===== config.mk =====
export PLATFORM = sky130hd
export DESIGN_NAME = windowed_current_sense_average
export DESIGN_NICKNAME = d
export VERILOG_FILES = /design/src/hw/rtl/wcsa_pkg.sv /design/src/hw/rtl/wcsa_ring.sv /design/src/hw/rtl/wcsa_calc.sv /design/src/hw/rtl/windowed_current_sense_average.sv
export SDC_FILE = /design/constraint.sdc
export NUM_CORES = 2
export LEC_CHECK = 0
export BUFFER_PORTS_ARGS = -buffer_cell sky130_fd_sc_hd__clkbuf_2
export CORE_MARGIN = 3
export CORE_UTILIZATION = 62
export DETAILED_ROUTE_END_ITERATION = 8
export GPL_TIMING_DRIVEN = 1
export PLACE_DENSITY = 0.85
export SYNTH_ARGS = -nofsm -noshare
export SYNTH_HDL_FRONTEND = slang
export SYNTH_SLANG_ARGS = --single-unit

===== constraint.sdc =====
create_clock -name clk_i -period 18 [get_ports clk_i]
set_clock_uncertainty 0.1 [all_clocks]
set_input_delay 1.8 -clock clk_i [delete_from_list [all_inputs] [get_ports clk_i]]
set_output_delay 1.8 -clock clk_i [all_outputs]
set_load 0.03 [all_outputs]

===== src/hw/rtl/wcsa_pkg.sv =====
// ----------------------------------------------------------------------------
// wcsa_pkg
// Shared widths, reset values, register codes and helpers for the windowed
// current-sense average.
// ----------------------------------------------------------------------------
package wcsa_pkg;

  // field widths
  localparam int unsigned SAMPLE_W   = 10;
  localparam int unsigned GAIN_W     = 8;
  localparam int unsigned CUR_W      = 16;
  localparam int unsigned INST_P_W   = SAMPLE_W + GAIN_W;

  // configuration port widths
  localparam int unsigned CFG_IDX_W  = 8;
  localparam int unsigned CFG_DATA_W = 16;

  // default window
  localparam int unsigned WINDOW_DEF      = 64;
  localparam int unsigned WINDOW_LOG2_DEF = 6;

  // register reset values
  localparam logic [SAMPLE_W-1:0] OFFSET_RESET = SAMPLE_W'(504);
  localparam logic [GAIN_W-1:0]   GAIN_RESET   = GAIN_W'(48);

  // configuration register indexes
  typedef enum logic [CFG_IDX_W-1:0] {
    REG_ZERO_OFFSET = 8'd0,
    REG_GAIN        = 8'd1
  } cfg_reg_e;

  // clamp an instant-current product to the output width
  function automatic logic [CUR_W-1:0] sat_inst(input logic [INST_P_W-1:0] p);
    logic [CUR_W-1:0] r;
    if (|p[INST_P_W-1:CUR_W]) begin
      r = '1;
    end else begin
      r = p[CUR_W-1:0];
    end
    return r;
  endfunction

endpackage


===== src/hw/rtl/wcsa_ring.sv =====
// ----------------------------------------------------------------------------
// wcsa_ring
// Sample ring: one synchronous memory of WINDOW samples, written at the
// current slot while the previous occupant of that slot is read out.
// ----------------------------------------------------------------------------
module wcsa_ring import wcsa_pkg::*; #(
  parameter int unsigned WINDOW = WINDOW_DEF
) (
  input  logic                clk_i,
  input  logic                rst_ni,
  input  logic                wr_en_i,
  input  logic [SAMPLE_W-1:0] wr_data_i,
  output logic [SAMPLE_W-1:0] old_o
);

  localparam int unsigned SLOT_W = $clog2(WINDOW);
  localparam logic [SLOT_W-1:0] SLOT_LAST = SLOT_W'(WINDOW - 1);

  logic [SAMPLE_W-1:0] mem [WINDOW];
  logic [SAMPLE_W-1:0] rd_q;
  logic                hit_q;
  logic [WINDOW-1:0]   vld_q;
  logic [SLOT_W-1:0]   slot_q, slot_d;

  // next slot with wrap
  always_comb begin
    slot_d = slot_q;
    if (wr_en_i) begin
      slot_d = (slot_q == SLOT_LAST) ? '0 : slot_q + 1'b1;
    end
  end

  // slot pointer and written-entry flags
  always_ff @(posedge clk_i or negedge rst_ni) begin
    if (!rst_ni) begin
      slot_q <= '0;
      vld_q  <= '0;
      hit_q  <= 1'b0;
    end else begin
      slot_q <= slot_d;
      if (wr_en_i) begin
        vld_q[slot_q] <= 1'b1;
        hit_q         <= vld_q[slot_q];
      end
    end
  end

  // memory: old data comes out while the new sample goes in
  always_ff @(posedge clk_i) begin
    if (wr_en_i) begin
      rd_q         <= mem[slot_q];
      mem[slot_q]  <= wr_data_i;
    end
  end

  // never-written slots read as zero
  assign old_o = hit_q ? rd_q : '0;

`ifndef NO_ASSERTIONS
  a_slot_range: assert property (@(posedge clk_i) disable iff (!rst_ni)
    slot_q <= SLOT_LAST)
    else $error("ring slot pointer out of range");

  a_wr_marks: assert property (@(posedge clk_i) disable iff (!rst_ni)
    wr_en_i |=> vld_q[$past(slot_q)])
    else $error("written slot not marked valid");
`endif

endmodule


===== src/hw/rtl/wcsa_calc.sv =====
// ----------------------------------------------------------------------------
// wcsa_calc
// Running window sum and calibration pipeline: sum update, magnitudes,
// gain multiply, shift and saturation, output register.
// ----------------------------------------------------------------------------
module wcsa_calc import wcsa_pkg::*; #(
  parameter int unsigned WINDOW      = WINDOW_DEF,
  parameter int unsigned WINDOW_LOG2 = WINDOW_LOG2_DEF
) (
  input  logic                clk_i,
  input  logic                rst_ni,
  input  logic                in_valid_i,
  output logic                in_ready_o,
  input  logic [SAMPLE_W-1:0] in_sample_i,
  input  logic [SAMPLE_W-1:0] old_i,
  input  logic [SAMPLE_W-1:0] zero_offset_i,
  input  logic [GAIN_W-1:0]   gain_i,
  output logic                out_valid_o,
  input  logic                out_ready_i,
  output logic [CUR_W-1:0]    average_current_o,
  output logic [CUR_W-1:0]    instant_current_o
);

  localparam int unsigned SUM_W   = SAMPLE_W + $clog2(WINDOW);
  localparam int unsigned AVG_P_W = SUM_W + GAIN_W;
  localparam logic [SUM_W-1:0] SUM_MAX = SUM_W'(WINDOW * ((1 << SAMPLE_W) - 1));

  logic adv;

  logic                s1_valid_q;
  logic [SAMPLE_W-1:0] s1_sample_q;
  logic                s2_valid_q;
  logic [SAMPLE_W-1:0] s2_sample_q;
  logic [SUM_W-1:0]    sum_q, sum_d;
  logic                s3_valid_q;
  logic [SUM_W-1:0]    avg_mag_q;
  logic [SAMPLE_W-1:0] inst_mag_q;
  logic                s4_valid_q;
  logic [AVG_P_W-1:0]  avg_prod_q;
  logic [INST_P_W-1:0] inst_prod_q;
  logic                out_valid_q;
  logic [CUR_W-1:0]    avg_out_q;
  logic [CUR_W-1:0]    inst_out_q;

  logic [SUM_W-1:0]    offset_sum;
  logic [SUM_W-1:0]    avg_mag_d;
  logic [SAMPLE_W-1:0] inst_mag_d;
  logic [AVG_P_W-1:0]  avg_shift;
  logic [CUR_W-1:0]    avg_sat;

  // whole pipeline moves when the output register is free or drained
  assign adv        = !out_valid_q || out_ready_i;
  assign in_ready_o = adv;

  // running sum: drop the overwritten sample, add the new one
  assign sum_d = sum_q - SUM_W'(old_i) + SUM_W'(s1_sample_q);

  // magnitudes against the zero-current code
  assign offset_sum = SUM_W'(zero_offset_i) * SUM_W'(WINDOW);
  assign avg_mag_d  = (sum_q > offset_sum) ? sum_q - offset_sum : offset_sum - sum_q;
  assign inst_mag_d = (s2_sample_q > zero_offset_i) ? s2_sample_q - zero_offset_i
                                                    : zero_offset_i - s2_sample_q;

  // window average shift and clamp
  assign avg_shift = avg_prod_q >> WINDOW_LOG2;
  always_comb begin
    if (|avg_shift[AVG_P_W-1:CUR_W]) begin
      avg_sat = '1;
    end else begin
      avg_sat = avg_shift[CUR_W-1:0];
    end
  end

  // stage valids and running sum
  always_ff @(posedge clk_i or negedge rst_ni) begin
    if (!rst_ni) begin
      s1_valid_q  <= 1'b0;
      s2_valid_q  <= 1'b0;
      s3_valid_q  <= 1'b0;
      s4_valid_q  <= 1'b0;
      out_valid_q <= 1'b0;
      sum_q       <= '0;
    end else if (adv) begin
      s1_valid_q  <= in_valid_i;
      s2_valid_q  <= s1_valid_q;
      s3_valid_q  <= s2_valid_q;
      s4_valid_q  <= s3_valid_q;
      out_valid_q <= s4_valid_q;
      if (s1_valid_q) begin
        sum_q <= sum_d;
      end
    end
  end

  // stage payloads
  always_ff @(posedge clk_i) begin
    if (adv) begin
      s1_sample_q <= in_sample_i;
      s2_sample_q <= s1_sample_q;
      avg_mag_q   <= avg_mag_d;
      inst_mag_q  <= inst_mag_d;
      avg_prod_q  <= AVG_P_W'(avg_mag_q) * AVG_P_W'(gain_i);
      inst_prod_q <= INST_P_W'(inst_mag_q) * INST_P_W'(gain_i);
      avg_out_q   <= avg_sat;
      inst_out_q  <= sat_inst(inst_prod_q);
    end
  end

  assign out_valid_o       = out_valid_q;
  assign average_current_o = avg_out_q;
  assign instant_current_o = inst_out_q;

`ifndef NO_ASSERTIONS
  a_sum_bound: assert property (@(posedge clk_i) disable iff (!rst_ni)
    sum_q <= SUM_MAX)
    else $error("window sum beyond full-scale window");

  a_sum_hold: assert property (@(posedge clk_i) disable iff (!rst_ni)
    !adv |=> $stable(sum_q))
    else $error("window sum changed during stall");

  a_last_stage: assert property (@(posedge clk_i) disable iff (!rst_ni)
    adv && s4_valid_q |=> out_valid_q)
    else $error("result lost at output register");
`endif

endmodule


===== src/hw/rtl/windowed_current_sense_average.sv =====
// ----------------------------------------------------------------------------
// windowed_current_sense_average
// Moving-average current sense over a ring of converter samples.
// ----------------------------------------------------------------------------
// Each transfer on the input stream carries one 10-bit converter sample and
// produces one output transfer holding the window-averaged current and the
// instant current, both calibrated by the gain register and clamped to 16
// bits. The block takes one sample per clock unless the output stream
// stalls; a result passes the s1, s2, magnitude, product and output
// registers, and stalls on the output stream hold the whole pipeline. The
// rate is set by the single sample ring memory, which reads the oldest
// sample and writes the new one at the same slot in the transfer cycle. The
// ring starts empty after reset (slots not yet written count as zero), so no
// clearing pass is needed. The user must write zero_offset (index 0) and gain
// (index 1) over the configuration channel only while idle; the block does not enforce it.
// ----------------------------------------------------------------------------
module windowed_current_sense_average import wcsa_pkg::*; #(
  parameter int unsigned WINDOW      = WINDOW_DEF,
  parameter int unsigned WINDOW_LOG2 = WINDOW_LOG2_DEF
) (
  input  logic                  clk_i,
  input  logic                  rst_ni,
  // input stream
  input  logic                  s_axis_tvalid,
  output logic                  s_axis_tready,
  input  logic [15:0]           s_axis_tdata,   // [9:0] sample
  // output stream
  output logic                  m_axis_tvalid,
  input  logic                  m_axis_tready,
  output logic [31:0]           m_axis_tdata,   // [15:0] average_current, [31:16] instant_current
  // configuration writes
  input  logic                  cfg_valid_i,
  output logic                  cfg_ready_o,
  input  logic [CFG_IDX_W-1:0]  cfg_index_i,
  input  logic [CFG_DATA_W-1:0] cfg_data_i
);

  logic [SAMPLE_W-1:0] zero_offset_q;
  logic [GAIN_W-1:0]   gain_q;
  logic                in_xfer;
  logic [SAMPLE_W-1:0] old_sample;
  logic [CUR_W-1:0]    avg_cur;
  logic [CUR_W-1:0]    inst_cur;

  // configuration registers
  assign cfg_ready_o = 1'b1;

  always_ff @(posedge clk_i or negedge rst_ni) begin
    if (!rst_ni) begin
      zero_offset_q <= OFFSET_RESET;
      gain_q        <= GAIN_RESET;
    end else if (cfg_valid_i && cfg_ready_o) begin
      unique case (cfg_index_i)
        REG_ZERO_OFFSET: zero_offset_q <= cfg_data_i[SAMPLE_W-1:0];
        REG_GAIN:        gain_q        <= cfg_data_i[GAIN_W-1:0];
        default: ;
      endcase
    end
  end

  assign in_xfer = s_axis_tvalid && s_axis_tready;

  // sample ring
  wcsa_ring #(
    .WINDOW (WINDOW)
  ) u_ring (
    .clk_i     (clk_i),
    .rst_ni    (rst_ni),
    .wr_en_i   (in_xfer),
    .wr_data_i (s_axis_tdata[SAMPLE_W-1:0]),
    .old_o     (old_sample)
  );

  // sum and calibration pipeline
  wcsa_calc #(
    .WINDOW      (WINDOW),
    .WINDOW_LOG2 (WINDOW_LOG2)
  ) u_calc (
    .clk_i             (clk_i),
    .rst_ni            (rst_ni),
    .in_valid_i        (s_axis_tvalid),
    .in_ready_o        (s_axis_tready),
    .in_sample_i       (s_axis_tdata[SAMPLE_W-1:0]),
    .old_i             (old_sample),
    .zero_offset_i     (zero_offset_q),
    .gain_i            (gain_q),
    .out_valid_o       (m_axis_tvalid),
    .out_ready_i       (m_axis_tready),
    .average_current_o (avg_cur),
    .instant_current_o (inst_cur)
  );

  assign m_axis_tdata = {inst_cur, avg_cur};

endmodule


==> metrics.md <==
| Metric | Value |
|---|---|
| Status | `completed` |
| Ports | `80` |
| Post-DP HPWL | `63600 um` |
| Commonest non-fill, non-tap cell in the layout | `edfxtp_1` |
| I/O Buffers | `66` |
| Final core occ | `69.4%` |
| Slew Limit Fails | `0` |
| Seq cells post-synth | `874` |
| Vias per inst | `6.54` |
| H-Tree Depth | `3` |
| Asr flop ratio synth | `12.6%` |
| GP Congestion | `0.954` |
| First-pass GRT wire length | `159000 um` |
| Pin count of the biggest net entering global routing | `74` |
| Slew margin rel. | `12.3%` |
| Clock Path Buffers | `3` |
| P_leak | `17.9 nW` |
| Worst min path class | `reg2reg` |
| TritonCTS clock tree | `built` |
| CP arrival | `6.03 ns` |
| Synthesized net count | `3305` |
| Post-Syn Area | `42200 um^2` |
| Crit-path max FO | `27` |
| Total core area | `66600 um^2` |
| Crit path largest cell delay | `0.98 ns` |
| Syn-to-layout area delta | `9.52%` |
| Tmin final | `5.78 ns` |
| Crit end category | `flop` |
| Initial antenna violation count | `0` |
| Crit path kind | `reg2reg` |
| CP startpoint kind | `flop` |
| Critical-path cell list | `and2_1, fa_1, fa_1, fa_1, inv_1, fa_1, inv_1, ha_1, a211oi_1, o21ai_0, a21oi_1, a21oi_1, a41oi_1, o21ai_0, o41ai_1, xnor2_1` |
| RSZ-0062 raised after global routing | `false` |
| Die width | `267 um` |
| Dpl cell area | `43200 um^2` |
| Drt drc | `0` |
| Most used cell, CP | `fa_1` |
| Cell count after synthesis | `2982` |
| CTS buffer count | `89` |
| Reg clk slew, reported paths | `0.06 ns` |
| Initial DRC count | `3661` |
| Slowest stage cell on the critical path | `dfrtp_1` |
| Post-synth EDFFs | `764` |
| GRT Util Overall | `29.8%` |
| Total Power | `7.08 mW` |
| Routed Antenna Nets | `0` |
| Setup violations, final | `0` |
| Most frequent cells in the layout | `edfxtp_1, inv_1, nor2_1, and2_1, nand2_1` |
| DR pass1 iterations | `6` |
| Wire per inst | `26.2 um` |
| FMAX | `0.173 GHz` |
| Vias in the first global route | `27000` |
| FF-to-FF setup slack | `12.22 ns` |
| Gates resized, CTS repair | `0` |
| Post-synthesis sequential area ratio | `61.0%` |
| # rows | `94` |
| Postcts setup bufs | `0` |
| Cts hold-fix bufs | `0` |
| Syn_area_per_cell | `14.1 um^2` |
| Final hold violation count | `0` |
| Detailed-route via count | `26000` |
| Final WL | `104000 um` |
| Ys Warns | `0` |
| PD cells | `153 nW/um^2` |
| Nets | `3359` |
| GR Overflow Total | `0` |
| Fraction of layout cells with a size suffix above 1 | `15.1%` |
| Yosys cell types | `71` |
| Max IR drop VDD | `121 uV` |
| Slew @ Worst Pin | `1.31 ns` |
| Die Y | `267 um` |
| Die area | `71200 um^2` |
| Fin crit share | `32.1%` |
| Critical path required time | `18.25 ns` |
| Initial Util | `63.3%` |
| Setup TNS | `0 ns` |
| Root Buffer | `clkbuf_16` |
| Primary flip-flop cell chosen by synthesis mapping | `edfxtp_1` |
| Worst-Skew Late Latency | `0.65 ns` |
| Final instance area | `46200 um^2` |
| CTS Sinks | `874` |
| Max Cap Viol | `0` |
-- path summary, 6_finish.rpt --
| check | start | to | cells past startpoint |
|---|---|---|---|
| max in group asynchronous | rst_ni | u_ring.slot_q[1] | 2 |
| worst min-delay path | u_calc.s1_sample_q[7] | u_calc.s2_sample_q[7] | 0 |
| worst max-delay path | gain_q[3] | u_calc.avg_prod_q[23] | 16 |
| worst max register to register | gain_q[3] | u_calc.avg_prod_q[23] | 16 |
| worst min register to register | u_calc.s1_sample_q[7] | u_calc.s2_sample_q[7] | 0 |
| min in group asynchronous | rst_ni | u_ring.vld_q[53] | 1 |
-- sequential cells by signal, indices dropped and copies added, names as in the netlist, 8 cells and up --
signal	count
u_ring.vld_q	64
u_calc.avg_mag_q	16
u_calc.instant_current_o	16
u_calc.sum_q	16
u_calc.avg_prod_q	18
u_calc.s2_sample_q	10
u_ring.mem	640
u_ring.rd_q	10
zero_offset_q	10
gain_q	8
u_calc.average_current_o	16
u_calc.inst_mag_q	10
u_calc.inst_prod_q	18
u_calc.s1_sample_q	10
-- worst max-delay path, delay by kind of cell (launching register included) --
family	cells	cell delay, ns
fa+ha+maj	5	2.28
compound gates	7	1.66
flops	1	0.98
simple gates	1	0.28
xor+xnor	1	0.11
buf+inv	2	0.10
-- power by group --
group	internal, mW	switching (mW)
registers	2.51	0.264
clock network	1.05	0.795
logic	0.908	1.55
total	4.47	2.61
-- cell usage after synthesis, types with 5 or more instances --
cell type  instances  area (um^2)
or4_1              5         37.5
buf_6              6         67.6
xnor2_1           50          438
buf_2             49          245
nor2b_1           13         81.3
or2_2             65          407
nand4_1            6         37.5
o21ai_0           80          400
buf_4             13         97.6
mux2_2            77          867
or3_1             40          250
clkbuf_1          63          236
nand3_1           20          100
a221oi_1          63          552
nor3_1            20          100
mux2i_1           77          771
nand2_1          154          578
ha_1             134         1680
and2_1           156          976
nor2_1           180          676
o21bai_1           6         45.0
a31oi_1            8         50.1
o21a_1             8         60.1
inv_1            240          901
a21o_1            24          180
a22oi_1           45          338
dfstp_2            8          210
fa_1             144         2880
buf_1              8         30.0
dfrtp_1          102         2550
nand3b_1           5         37.5
a211oi_1          10         75.1
xor2_1            15          131
o211ai_1          14          105
edfxtp_1         764        22900
a22o_1            24          210
nand2b_1          11         68.8
o22ai_1           31          194
mux4_2            66         1490
a21oi_1          126          631
-- kinds of logic after synthesis --
group,after synthesis,share of synthesized area (%)
XOR/XNOR,65,1.35
flip-flops,874,61.0
adder cells (fa/ha/maj),278,10.8
AND/OR/NAND/NOR,690,8.23
buffers and inverters,380,3.75
multiplexers,222,7.46
other,1,0.00889
AO/OA/AOI/OAI,472,7.43
-- per-layer routing --
layer  global-route usage [%]  vias up  wire length (um)
met2                     48.4     1641             49800
met3                     6.40      419             11100
met1                     37.9    13000             36900
met4                     16.5        2              6450
li1                         -    11000                 -
met5                    0.676        -                67
-- cell type report --
class | count | area (um^2)
tap | 864 | 1080
inverter | 241 | 905
clock inverter | 46 | 509
timing repair buffer | 102 | 603
fill | 4191 | 20400
sequential | 874 | 25700
antenna | 1 | 2.50
clock buffer | 122 | 2450
multi-input combinational | 1728 | 14900
-- stage by stage --
stage	hold slack [ns]	setup WS, ns	instances
floorplan	0.326	9.87	2982
global placement	0.335	12.43	3809
detailed placement	0.335	12.26	3809
CTS	0.345	12.24	3977
global route	0.365	11.88	3977
finish	0.351	12.22	3978
(Power assumes the default switching activity.)
